[src/hdl/cfb_pkg.sv]
// types, constants and codes shared by the checksummed frame builder
// no dependencies
`timescale 1ns / 1ps
`default_nettype none

package cfb_pkg;

   localparam int unsigned MAX_WORDS   = 507;
   localparam int unsigned QUEUE_DEPTH = 4;

   localparam logic [16:0] MAX_WORDS_LIMIT = 17'(MAX_WORDS);

   localparam logic [7:0]  HEAD_HI   = 8'h5a;
   localparam logic [7:0]  HEAD_LO   = 8'ha5;
   localparam logic [15:0] HEAD_WORD = {HEAD_HI, HEAD_LO};

   localparam logic OP_START = 1'b0;
   localparam logic OP_DATA  = 1'b1;

   typedef struct packed {
      logic        operation;
      logic [15:0] command;
      logic [8:0]  word_count;
      logic [15:0] address;
      logic [15:0] data_word;
   } req_type;

   typedef struct packed {
      logic [7:0] frame_byte;
      logic       last_byte;
      logic       error;
   } rsp_type;

   typedef enum logic [1:0] {
      JOB_ERROR  = 2'd0,
      JOB_HEADER = 2'd1,
      JOB_DATA   = 2'd2
   } job_kind_type;

   // one classified transaction handed from the front to the back
   typedef struct packed {
      job_kind_type kind;
      logic [15:0]  word;
      logic [8:0]   count;
      logic [15:0]  address;
      logic [15:0]  checksum;
      logic         close;
   } job_type;

   localparam int unsigned BYTE_IDX_W = 4;

endpackage

`default_nettype wire

[src/hdl/cfb_front.sv]
// front end: classifies request transactions and keeps the frame state
// depends on cfb_pkg
`timescale 1ns / 1ps
`default_nettype none

module cfb_front (
   input  wire logic            clock,
   input  wire logic            reset,
   input  wire logic            accept,
   input  wire cfb_pkg::req_type req,
   output cfb_pkg::job_type     job
);

   logic        frame_open_ff, frame_open_in;
   logic [8:0]  remaining_ff, remaining_in;
   logic [15:0] sum_ff, sum_in;

   logic [15:0] seed;
   logic [15:0] data_sum;
   logic [8:0]  remaining_dec;
   logic        too_large;

   assign seed          = 16'(cfb_pkg::HEAD_WORD + req.command + 16'(req.word_count)
                              + req.address);
   assign data_sum      = sum_ff + req.data_word;
   assign remaining_dec = remaining_ff - 9'd1;
   assign too_large     = 17'(req.word_count) > cfb_pkg::MAX_WORDS_LIMIT;

   always_comb begin
      frame_open_in = frame_open_ff;
      remaining_in  = remaining_ff;
      sum_in        = sum_ff;
      job.kind      = cfb_pkg::JOB_ERROR;
      job.word      = req.command;
      job.count     = req.word_count;
      job.address   = req.address;
      job.checksum  = seed;
      job.close     = 1'b0;
      if (req.operation == cfb_pkg::OP_START) begin
         if (!(frame_open_ff || too_large)) begin
            job.kind  = cfb_pkg::JOB_HEADER;
            job.close = (req.word_count == 9'd0);
            if (accept) begin
               frame_open_in = (req.word_count != 9'd0);
               remaining_in  = req.word_count;
               sum_in        = (req.word_count == 9'd0) ? 16'd0 : seed;
            end
         end
      end else begin
         job.word     = req.data_word;
         job.checksum = data_sum;
         if (frame_open_ff && (remaining_ff != 9'd0)) begin
            job.kind  = cfb_pkg::JOB_DATA;
            job.close = (remaining_dec == 9'd0);
            if (accept) begin
               if (remaining_dec == 9'd0) begin
                  frame_open_in = 1'b0;
                  remaining_in  = 9'd0;
                  sum_in        = 16'd0;
               end else begin
                  remaining_in = remaining_dec;
                  sum_in       = data_sum;
               end
            end
         end
      end
   end

   always_ff @(posedge clock) begin
      if (reset) begin
         frame_open_ff <= 1'b0;
         remaining_ff  <= 9'd0;
         sum_ff        <= 16'd0;
      end else begin
         frame_open_ff <= frame_open_in;
         remaining_ff  <= remaining_in;
         sum_ff        <= sum_in;
      end
   end

endmodule

`default_nettype wire

[src/hdl/cfb_queue.sv]
// short job queue between the front end and the byte serializer
// depends on cfb_pkg
`timescale 1ns / 1ps
`default_nettype none

module cfb_queue #(
   parameter int unsigned DEPTH = cfb_pkg::QUEUE_DEPTH
) (
   input  wire logic             clock,
   input  wire logic             reset,
   input  wire logic             wr_en,
   input  wire cfb_pkg::job_type wr_job,
   output logic                  full,
   input  wire logic             rd_en,
   output cfb_pkg::job_type      rd_job,
   output logic                  not_empty
);

   localparam int unsigned PTR_W = (DEPTH > 1) ? $clog2(DEPTH) : 1;
   localparam int unsigned CNT_W = $clog2(DEPTH + 1);

   cfb_pkg::job_type mem_ff [DEPTH];

   logic [PTR_W-1:0] wr_ptr_ff, wr_ptr_in;
   logic [PTR_W-1:0] rd_ptr_ff, rd_ptr_in;
   logic [CNT_W-1:0] count_ff, count_in;

   assign full      = (count_ff == CNT_W'(DEPTH));
   assign not_empty = (count_ff != '0);
   assign rd_job    = mem_ff[rd_ptr_ff];

   always_comb begin
      wr_ptr_in = wr_ptr_ff;
      rd_ptr_in = rd_ptr_ff;
      count_in  = count_ff;
      if (wr_en) begin
         wr_ptr_in = (wr_ptr_ff == PTR_W'(DEPTH - 1)) ? '0 : wr_ptr_ff + PTR_W'(1);
      end
      if (rd_en) begin
         rd_ptr_in = (rd_ptr_ff == PTR_W'(DEPTH - 1)) ? '0 : rd_ptr_ff + PTR_W'(1);
      end
      if (wr_en && !rd_en) begin
         count_in = count_ff + CNT_W'(1);
      end else if (rd_en && !wr_en) begin
         count_in = count_ff - CNT_W'(1);
      end
   end

   always_ff @(posedge clock) begin
      if (reset) begin
         wr_ptr_ff <= '0;
         rd_ptr_ff <= '0;
         count_ff  <= '0;
      end else begin
         wr_ptr_ff <= wr_ptr_in;
         rd_ptr_ff <= rd_ptr_in;
         count_ff  <= count_in;
      end
   end

   always_ff @(posedge clock) begin
      if (wr_en) begin
         mem_ff[wr_ptr_ff] <= wr_job;
      end
   end

endmodule

`default_nettype wire

[src/hdl/cfb_back.sv]
// back end: expands queued jobs into frame bytes, one per cycle while its output register is empty or popped
// depends on cfb_pkg
`timescale 1ns / 1ps
`default_nettype none

module cfb_back (
   input  wire logic             clock,
   input  wire logic             reset,
   input  wire logic             job_valid,
   input  wire cfb_pkg::job_type job,
   output logic                  job_done,
   output logic                  empty,
   input  wire logic             pop,
   output cfb_pkg::rsp_type      rsp
);

   logic [cfb_pkg::BYTE_IDX_W-1:0] idx_ff, idx_in;
   logic [cfb_pkg::BYTE_IDX_W-1:0] last_idx;
   logic                           out_valid_ff, out_valid_in;
   cfb_pkg::rsp_type               out_ff, out_in;
   logic                           emit;
   logic [7:0]                     byte_sel;
   logic                           is_last;

   assign emit     = job_valid && (!out_valid_ff || pop);
   assign is_last  = (idx_ff == last_idx);
   assign job_done = emit && is_last;
   assign empty    = !out_valid_ff;
   assign rsp      = out_ff;

   always_comb begin
      last_idx = '0;
      byte_sel = 8'd0;
      unique case (job.kind)
         cfb_pkg::JOB_HEADER: begin
            last_idx = job.close ? 4'd9 : 4'd7;
            unique case (idx_ff)
               4'd0:    byte_sel = cfb_pkg::HEAD_HI;
               4'd1:    byte_sel = cfb_pkg::HEAD_LO;
               4'd2:    byte_sel = job.word[15:8];
               4'd3:    byte_sel = job.word[7:0];
               4'd4:    byte_sel = {7'd0, job.count[8]};
               4'd5:    byte_sel = job.count[7:0];
               4'd6:    byte_sel = job.address[15:8];
               4'd7:    byte_sel = job.address[7:0];
               4'd8:    byte_sel = job.checksum[15:8];
               4'd9:    byte_sel = job.checksum[7:0];
               default: byte_sel = 8'd0;
            endcase
         end
         cfb_pkg::JOB_DATA: begin
            last_idx = job.close ? 4'd3 : 4'd1;
            unique case (idx_ff)
               4'd0:    byte_sel = job.word[15:8];
               4'd1:    byte_sel = job.word[7:0];
               4'd2:    byte_sel = job.checksum[15:8];
               4'd3:    byte_sel = job.checksum[7:0];
               default: byte_sel = 8'd0;
            endcase
         end
         default: begin
            last_idx = '0;
            byte_sel = 8'd0;
         end
      endcase
   end

   always_comb begin
      idx_in       = idx_ff;
      out_valid_in = out_valid_ff;
      out_in       = out_ff;
      if (pop && out_valid_ff) begin
         out_valid_in = 1'b0;
      end
      if (emit) begin
         out_valid_in     = 1'b1;
         out_in.frame_byte = byte_sel;
         out_in.last_byte  = job.close && is_last && (job.kind != cfb_pkg::JOB_ERROR);
         out_in.error      = (job.kind == cfb_pkg::JOB_ERROR);
         idx_in            = is_last ? '0 : idx_ff + 4'd1;
      end
   end

   always_ff @(posedge clock) begin
      if (reset) begin
         idx_ff       <= '0;
         out_valid_ff <= 1'b0;
      end else begin
         idx_ff       <= idx_in;
         out_valid_ff <= out_valid_in;
      end
   end

   always_ff @(posedge clock) begin
      out_ff <= out_in;
   end

endmodule

`default_nettype wire

[src/hdl/checksummed_frame_builder_top.sv]
// Checksummed frame builder. A start transaction opens a frame and yields the header bytes
// 0x5A 0xA5, command, word count and address (high byte first); each data transaction yields
// its word; the 16-bit additive checksum closes the frame, its low byte flagged last. A
// transaction out of sequence, or a start whose count exceeds the limit, yields one error
// result. The front end takes one transaction per cycle while its job queue has room; the
// serializer sends one byte per cycle while its output is empty or popped: 8 bytes for a
// start (10 when the count is zero), 2 for a data word (4 for the final word) and one for an
// error. A job is queued, and its bytes are registered before reaching the result ports.
// depends on cfb_pkg, cfb_front, cfb_queue, cfb_back
`timescale 1ns / 1ps
`default_nettype none

module checksummed_frame_builder_top #(
   parameter int unsigned QUEUE_DEPTH = cfb_pkg::QUEUE_DEPTH
) (
   input  wire logic             clock,
   input  wire logic             reset,
   input  wire logic             push,
   output logic                  full,
   input  wire cfb_pkg::req_type req_item,
   output logic                  empty,
   input  wire logic             pop,
   output cfb_pkg::rsp_type      rsp_item
);

   logic             accept;
   cfb_pkg::job_type front_job;
   cfb_pkg::job_type head_job;
   logic             head_valid;
   logic             head_done;

   assign accept = push && !full;

   cfb_front u_front (
      .clock  (clock),
      .reset  (reset),
      .accept (accept),
      .req    (req_item),
      .job    (front_job)
   );

   cfb_queue #(
      .DEPTH (QUEUE_DEPTH)
   ) u_queue (
      .clock     (clock),
      .reset     (reset),
      .wr_en     (accept),
      .wr_job    (front_job),
      .full      (full),
      .rd_en     (head_done),
      .rd_job    (head_job),
      .not_empty (head_valid)
   );

   cfb_back u_back (
      .clock     (clock),
      .reset     (reset),
      .job_valid (head_valid),
      .job       (head_job),
      .job_done  (head_done),
      .empty     (empty),
      .pop       (pop),
      .rsp       (rsp_item)
   );

endmodule

`default_nettype wire
[config.mk]
export PLATFORM = sky130hd
export DESIGN_NAME = checksummed_frame_builder_top
export DESIGN_NICKNAME = d
export VERILOG_FILES = /design/src/hdl/cfb_pkg.sv /design/src/hdl/cfb_front.sv /design/src/hdl/cfb_queue.sv /design/src/hdl/cfb_back.sv /design/src/hdl/checksummed_frame_builder_top.sv
export SDC_FILE = /design/constraint.sdc
export NUM_CORES = 1
export LEC_CHECK = 0
export ABC_AREA = 1
export BUFFER_PORTS_ARGS = -buffer_cell sky130_fd_sc_hd__buf_2
export CAP_MARGIN = 15
export CORE_MARGIN = 10
export CORE_UTILIZATION = 48
export CTS_CLUSTER_DIAMETER = 150
export DETAILED_ROUTE_END_ITERATION = 10
export HOLD_SLACK_MARGIN = 0.02
export PLACE_DENSITY = 0.66
export SLEW_MARGIN = 20
export SYNTH_ARGS = -nofsm -noshare
export SYNTH_HDL_FRONTEND = slang
export SYNTH_SLANG_ARGS = --single-unit
export TNS_END_PERCENT = 5
[constraint.sdc]
create_clock -name clock -period 13.05 [get_ports clock]
set_input_delay 1.9575 -clock clock [delete_from_list [all_inputs] [get_ports clock]]
set_output_delay 1.9575 -clock clock [all_outputs]
set_load 0.05 [all_outputs]
# Word-level counts from Yosys, hierarchy flattened
# Memories as Yosys holds them, arrays and structs flattened. A register that Yosys moved wholly into a read port is not among the register bits.
# Cells that the tools add are included.
# op_classes
reduce_logical,27
addsub,10
mux,44
order_cmp,1
eq_ne,18
# op_table
cell,n
16-bit two-way mux,9
8-bit one-hot mux with 10 select lines,1
9-bit two-way mux,6
16-bit adder,2
8-bit one-hot mux with 4 select lines,1
9-bit zero test,2
9-bit nonzero test,2
"15-bit by 16-bit adder with 16-bit output, first input constant",1
16-bit by 9-bit adder with 16-bit output,1
"4-bit by 3-bit == test with 1-bit output, second input constant",4
8-bit one-hot mux with 2 select lines,1
1-bit two-way mux,14
2-bit two-way mux,7
"9-bit > comparator, second input constant",1
1-bit logical AND,9
"9-bit by 1-bit subtractor with 9-bit output, second input constant",1
"4-bit by 2-bit == test with 1-bit output, second input constant",2
"4-bit == test, second input constant",2
4-bit two-way mux,2
4-bit one-hot mux with 2 select lines,1
"2-bit == test, second input constant",3
3-bit two-way mux,2
2-bit nonzero test,3
"2-bit by 1-bit adder with 2-bit output, second input constant",2
other kinds (16),21
# totals
mem_count,1
mem_bits_rw,240
input_bits,62
output_inout_bits,12
regBits,48
word_cells,112
# memory_table
name,depth,width,rd,rd_ports_with_merged_regs,write_ports,line,rtl
u_queue.mem_ff,4,60,1,1,1,cfb_queue.sv:22,cfb_pkg::job_type mem_ff [DEPTH];

# Longest topological paths before layout
# depth
ltp_word,7
mapped_depth,23
depth_no_buf,19

# Cells and area by module
# Synthesis repeated with hierarchy kept, for this count alone.
# hier_totals
cells_unflattened,1663
hier_area_um2,15665.0
# by_module_without_submodules
module,cells_each,instances,area_each_um2
cfb_queue,640,1,9524.1
cfb_front,741,1,4381.7
cfb_back,280,1,1749.2
checksummed_frame_builder_top,2,1,10.0

# Worst setup path after synthesis
# Ideal clock, no wire load.
# synth_timing
path_kind,input to register
startpoint,input push
endpoint,memory u_queue.mem_ff[0][0] (netlist name) (enable)
arrival_ps,4967
path_stages,4
slack_ps,7605
n_path_buf,0
path_cell_list,inv_1 -> nor2_1 -> inv_1 -> nor2_1
# synth_between
elab_chain_len,3
# synth_lines
element,line,rtl
start: declaration,checksummed_frame_builder_top.sv:18,"input wire logic push,"
1-bit logical AND,checksummed_frame_builder_top.sv:32,assign accept = push && !full;
via accept,checksummed_frame_builder_top.sv:26,logic accept;
1-bit two-way mux,cfb_queue.sv:62,if (wr_en) begin
1-bit two-way mux (implied by the code),cfb_queue.sv:63,mem_ff[wr_ptr_ff] <= wr_job;
end: declaration,cfb_queue.sv:22,
# The timed path passes the listed nets, and every way through them passes these cells.

==> results.toml <==
[die]
die_area_um2 = 39250
floorplan.rows = 65
design.core.area_um2 = 31390
start_util = 0.4851
boundaryPins = 74
die_w_um = 198.1
die_height_um = 198.1

[yosys]
async_reset_ff_frac = 0
ys_seq_elements = 290
synth_area_leaders = "edfxtp_1 (49%), nand2_1 (12%), ha_1 (5.5%)"
yosysWarnings = 0
synth.avg_cell_area_um2 = 8.979
yosys.area_share.simple = 0.2301
synthMuxAreaShare = 0
synth-compound-area-share = 0.08241
ys.flop_type = "edfxtp_1"
synth_edf_count = 250
synth_top_family_by_area = "simple AND/OR/NAND/NOR gates"
yosysSeqAreaShare = 0.5456
syn_inst = 1696
synth_xor_area_frac = 0.006902
synthAdderAreaFrac = 0.06951
synth_cell_types = 42
yosysTopAreaCell = "edfxtp_1"
synth_top_area_share = 0.4930
syn-num-nets = 1836
syn_area_um2 = 15230

[detailed_routing]
routed_via_density = 5.501
drc = 0
ant_nets = 0
wl_per_cell_um = 19.78
postRouteWirelength_um = 43010
drtIter0Drc = 1231
vias = 11970
firstDrtPassIters = 6

[power]
p_leak_nw = 7.191
peakVddDrop_mv = 0.1002
power_per_cell_area_nw_per_um2 = 176.1

[cts]
cts_hold_buf = 0
clk_pin_slew_ps = 60
cts-buffers-inserted = 31
insertion_delay_ps = 550
cts_tree = "yes"
numClockSinks = 290
post-cts-setup-buffer-count = 0
clockBufferDepth = 3
cts_htree_levels = 1
cts_resized = 0
root_buffer = "clkbuf_16"

[setup_path]
path_class = "input pin to register"
cp.required_ps = 13240
crit_slowest_cell = "fa_1"
arrival_ps = 4580
path_delay_family = "adder cells"
critPathMaxStageDelay_ps = 510
end_kind = "register"
worstPathCellList = "buf_2, inv_1, fa_1, inv_1, ha_1, ha_1, inv_1, fa_1, inv_1, nand4_1, nand2_1, nand2_1, nand3_1, nand2_1, nand2_1, o21ai_0"
start_kind = "input pin"
path_max_fanout = 6
timing.critical_path.buf_inv = 5

[grt]
antenna_found_initial = 0
overflow = 0
grt_pass1_wl_um = 66100
grt_pass1_vias = 11390
grt_max_degree = 75
grt.total_usage = 0.2184

[timing]
tns_ps = 0
whs_ps = 507.9
max_freq_ghz = 0.2278
fin_worst_skew_ps = 8.822
rsz0062_at_grt = "no"
setup_viol = 0
post-route-min-period_ps = 4389
slew_violations = 0
relSlewSlack = 0.3297
tightest_slew_ps = 1004
hold_viol_final = 0
min_period_over_period = 0.3363

[cells_and_area]
multiInputGateArea_um2 = 5953
layout-drive-gt1-share = 0.08629
n_antenna_cell = 0
nNetsFinal = 1892
fillers = 2825
layout_common_cells = "nand2_1 (496), edfxtp_1 (250), inv_1 (177)"
final_common_cell = "nand2_1"
regArea_um2 = 8313
syn_to_final_growth_pct = 10.20

[place]
portBuffers = 73
place_congestion = 0.9530
dp_hpwl_um = 29390

[run]
maxCapViolations = 0

[status]
status = "finished clean"

[worst_hold_path]
hold_path_class = "register to register"
cells in the mapped netlist, types with 4 or more instances:
cell        n
nand4_1    20
a21oi_1    71
ha_1       67
nand3_1   133
fa_1       11
edfxtp_1  250
buf_1       4
nand2_2     5
nor3_1      9
o21ai_0   114
a31oi_1     4
buf_2      30
nand3b_1    4
nor2_1    154
o21ai_1     9
o21a_1      5
buf_4       8
o22ai_1    26
xnor2_1     9
nand2_1   496
clkbuf_1   14
inv_1     177
dfxtp_1    40
per-stage QoR:
stage          power (mW)  instances  area (um^2)  utilization  setup slack, ps
2_1_floorplan       1.901       1696        15230            -             7605
3_3_place_gp        2.161       2121        15890       0.5061             8221
3_5_place_dp        2.177       2121        15890       0.5061             8144
4_1_cts             2.958       2175        16780       0.5346             8664
5_1_grt             3.120       2175        16780       0.5346             8251
6_report            2.955       2175        16780       0.5346             8661
power breakdown:
part	leakage, nW	internal (mW)	total [mW]	switching, mW
Clock	0.425	0.436	0.786	0.351
Combinational	4.13	0.264	0.954	0.690
Sequential	2.64	1.16	1.21	0.0504
worst paths after layout:
path | from | end | slack (ps) | cells past startpoint
worst max register to register | register | u_queue.count_ff[2] | 8700 | 18
worst max-delay path | req_item[33] | u_queue.mem_ff[2][16] | 8660 | 16
worst min-delay path | u_front.frame_open_ff | u_front.frame_open_ff | 510 | 2
worst min register to register | u_front.frame_open_ff | u_front.frame_open_ff | 510 | 2
sequential cells by signal, indices dropped and copies added (netlist names), named ones only:
| signal | cells |
|---|---|
| u_back.idx_ff | 4 |
| u_queue.mem_ff | 240 |
| u_front.frame_open_ff | 1 |
| u_queue.count_ff | 3 |
| u_back.rsp | 10 |
| u_queue.wr_ptr_ff | 2 |
| u_queue.rd_ptr_ff | 2 |
| u_back.out_valid_ff | 1 |
| u_front.sum_ff | 16 |
| u_front.remaining_ff | 9 |
area by class of cell:
cell class,instances,area share
timing repair buffer,82,0.02580
multi-input combinational,1165,0.3548
clock buffer,41,0.04846
sequential,290,0.4954
tap,402,0.02997
clock inverter,13,0.004697
inverter,182,0.04093
routing by layer:
layer,share of wire,wire length (um),GRT usage
met2,0.46,19900,0.3474
met1,0.43,18650,0.3050
met4,0.034,1446,0.07403
met5,0,0,0
met3,0.070,3009,0.02309
worst register-to-register path: stages (launching register included):
cell and delay, ps:
dfxtp_4 760, clkinv_2 770, nand2_1 230, a32oi_1 150, inv_1 120, ha_1 420
nand2_1 150, inv_1 130, nand4_1 120, nand3_2 110, nor2_4 50, nand3_4 100
ha_1 160, inv_1 70, fa_1 430, a21oi_1 150, o21ai_0 110, o21ai_0 150
a21oi_1 50
kinds of logic after synthesis:
kind of cell | count (synthesis)
adders and majority gates | 78
AOI/OAI and AO/OA | 236
DFF | 290
buffers and inverters | 241
xor gates and xnor gates | 12
and+or+nand+nor | 839
No activity file was read; power rests on OpenSTA's default activity.
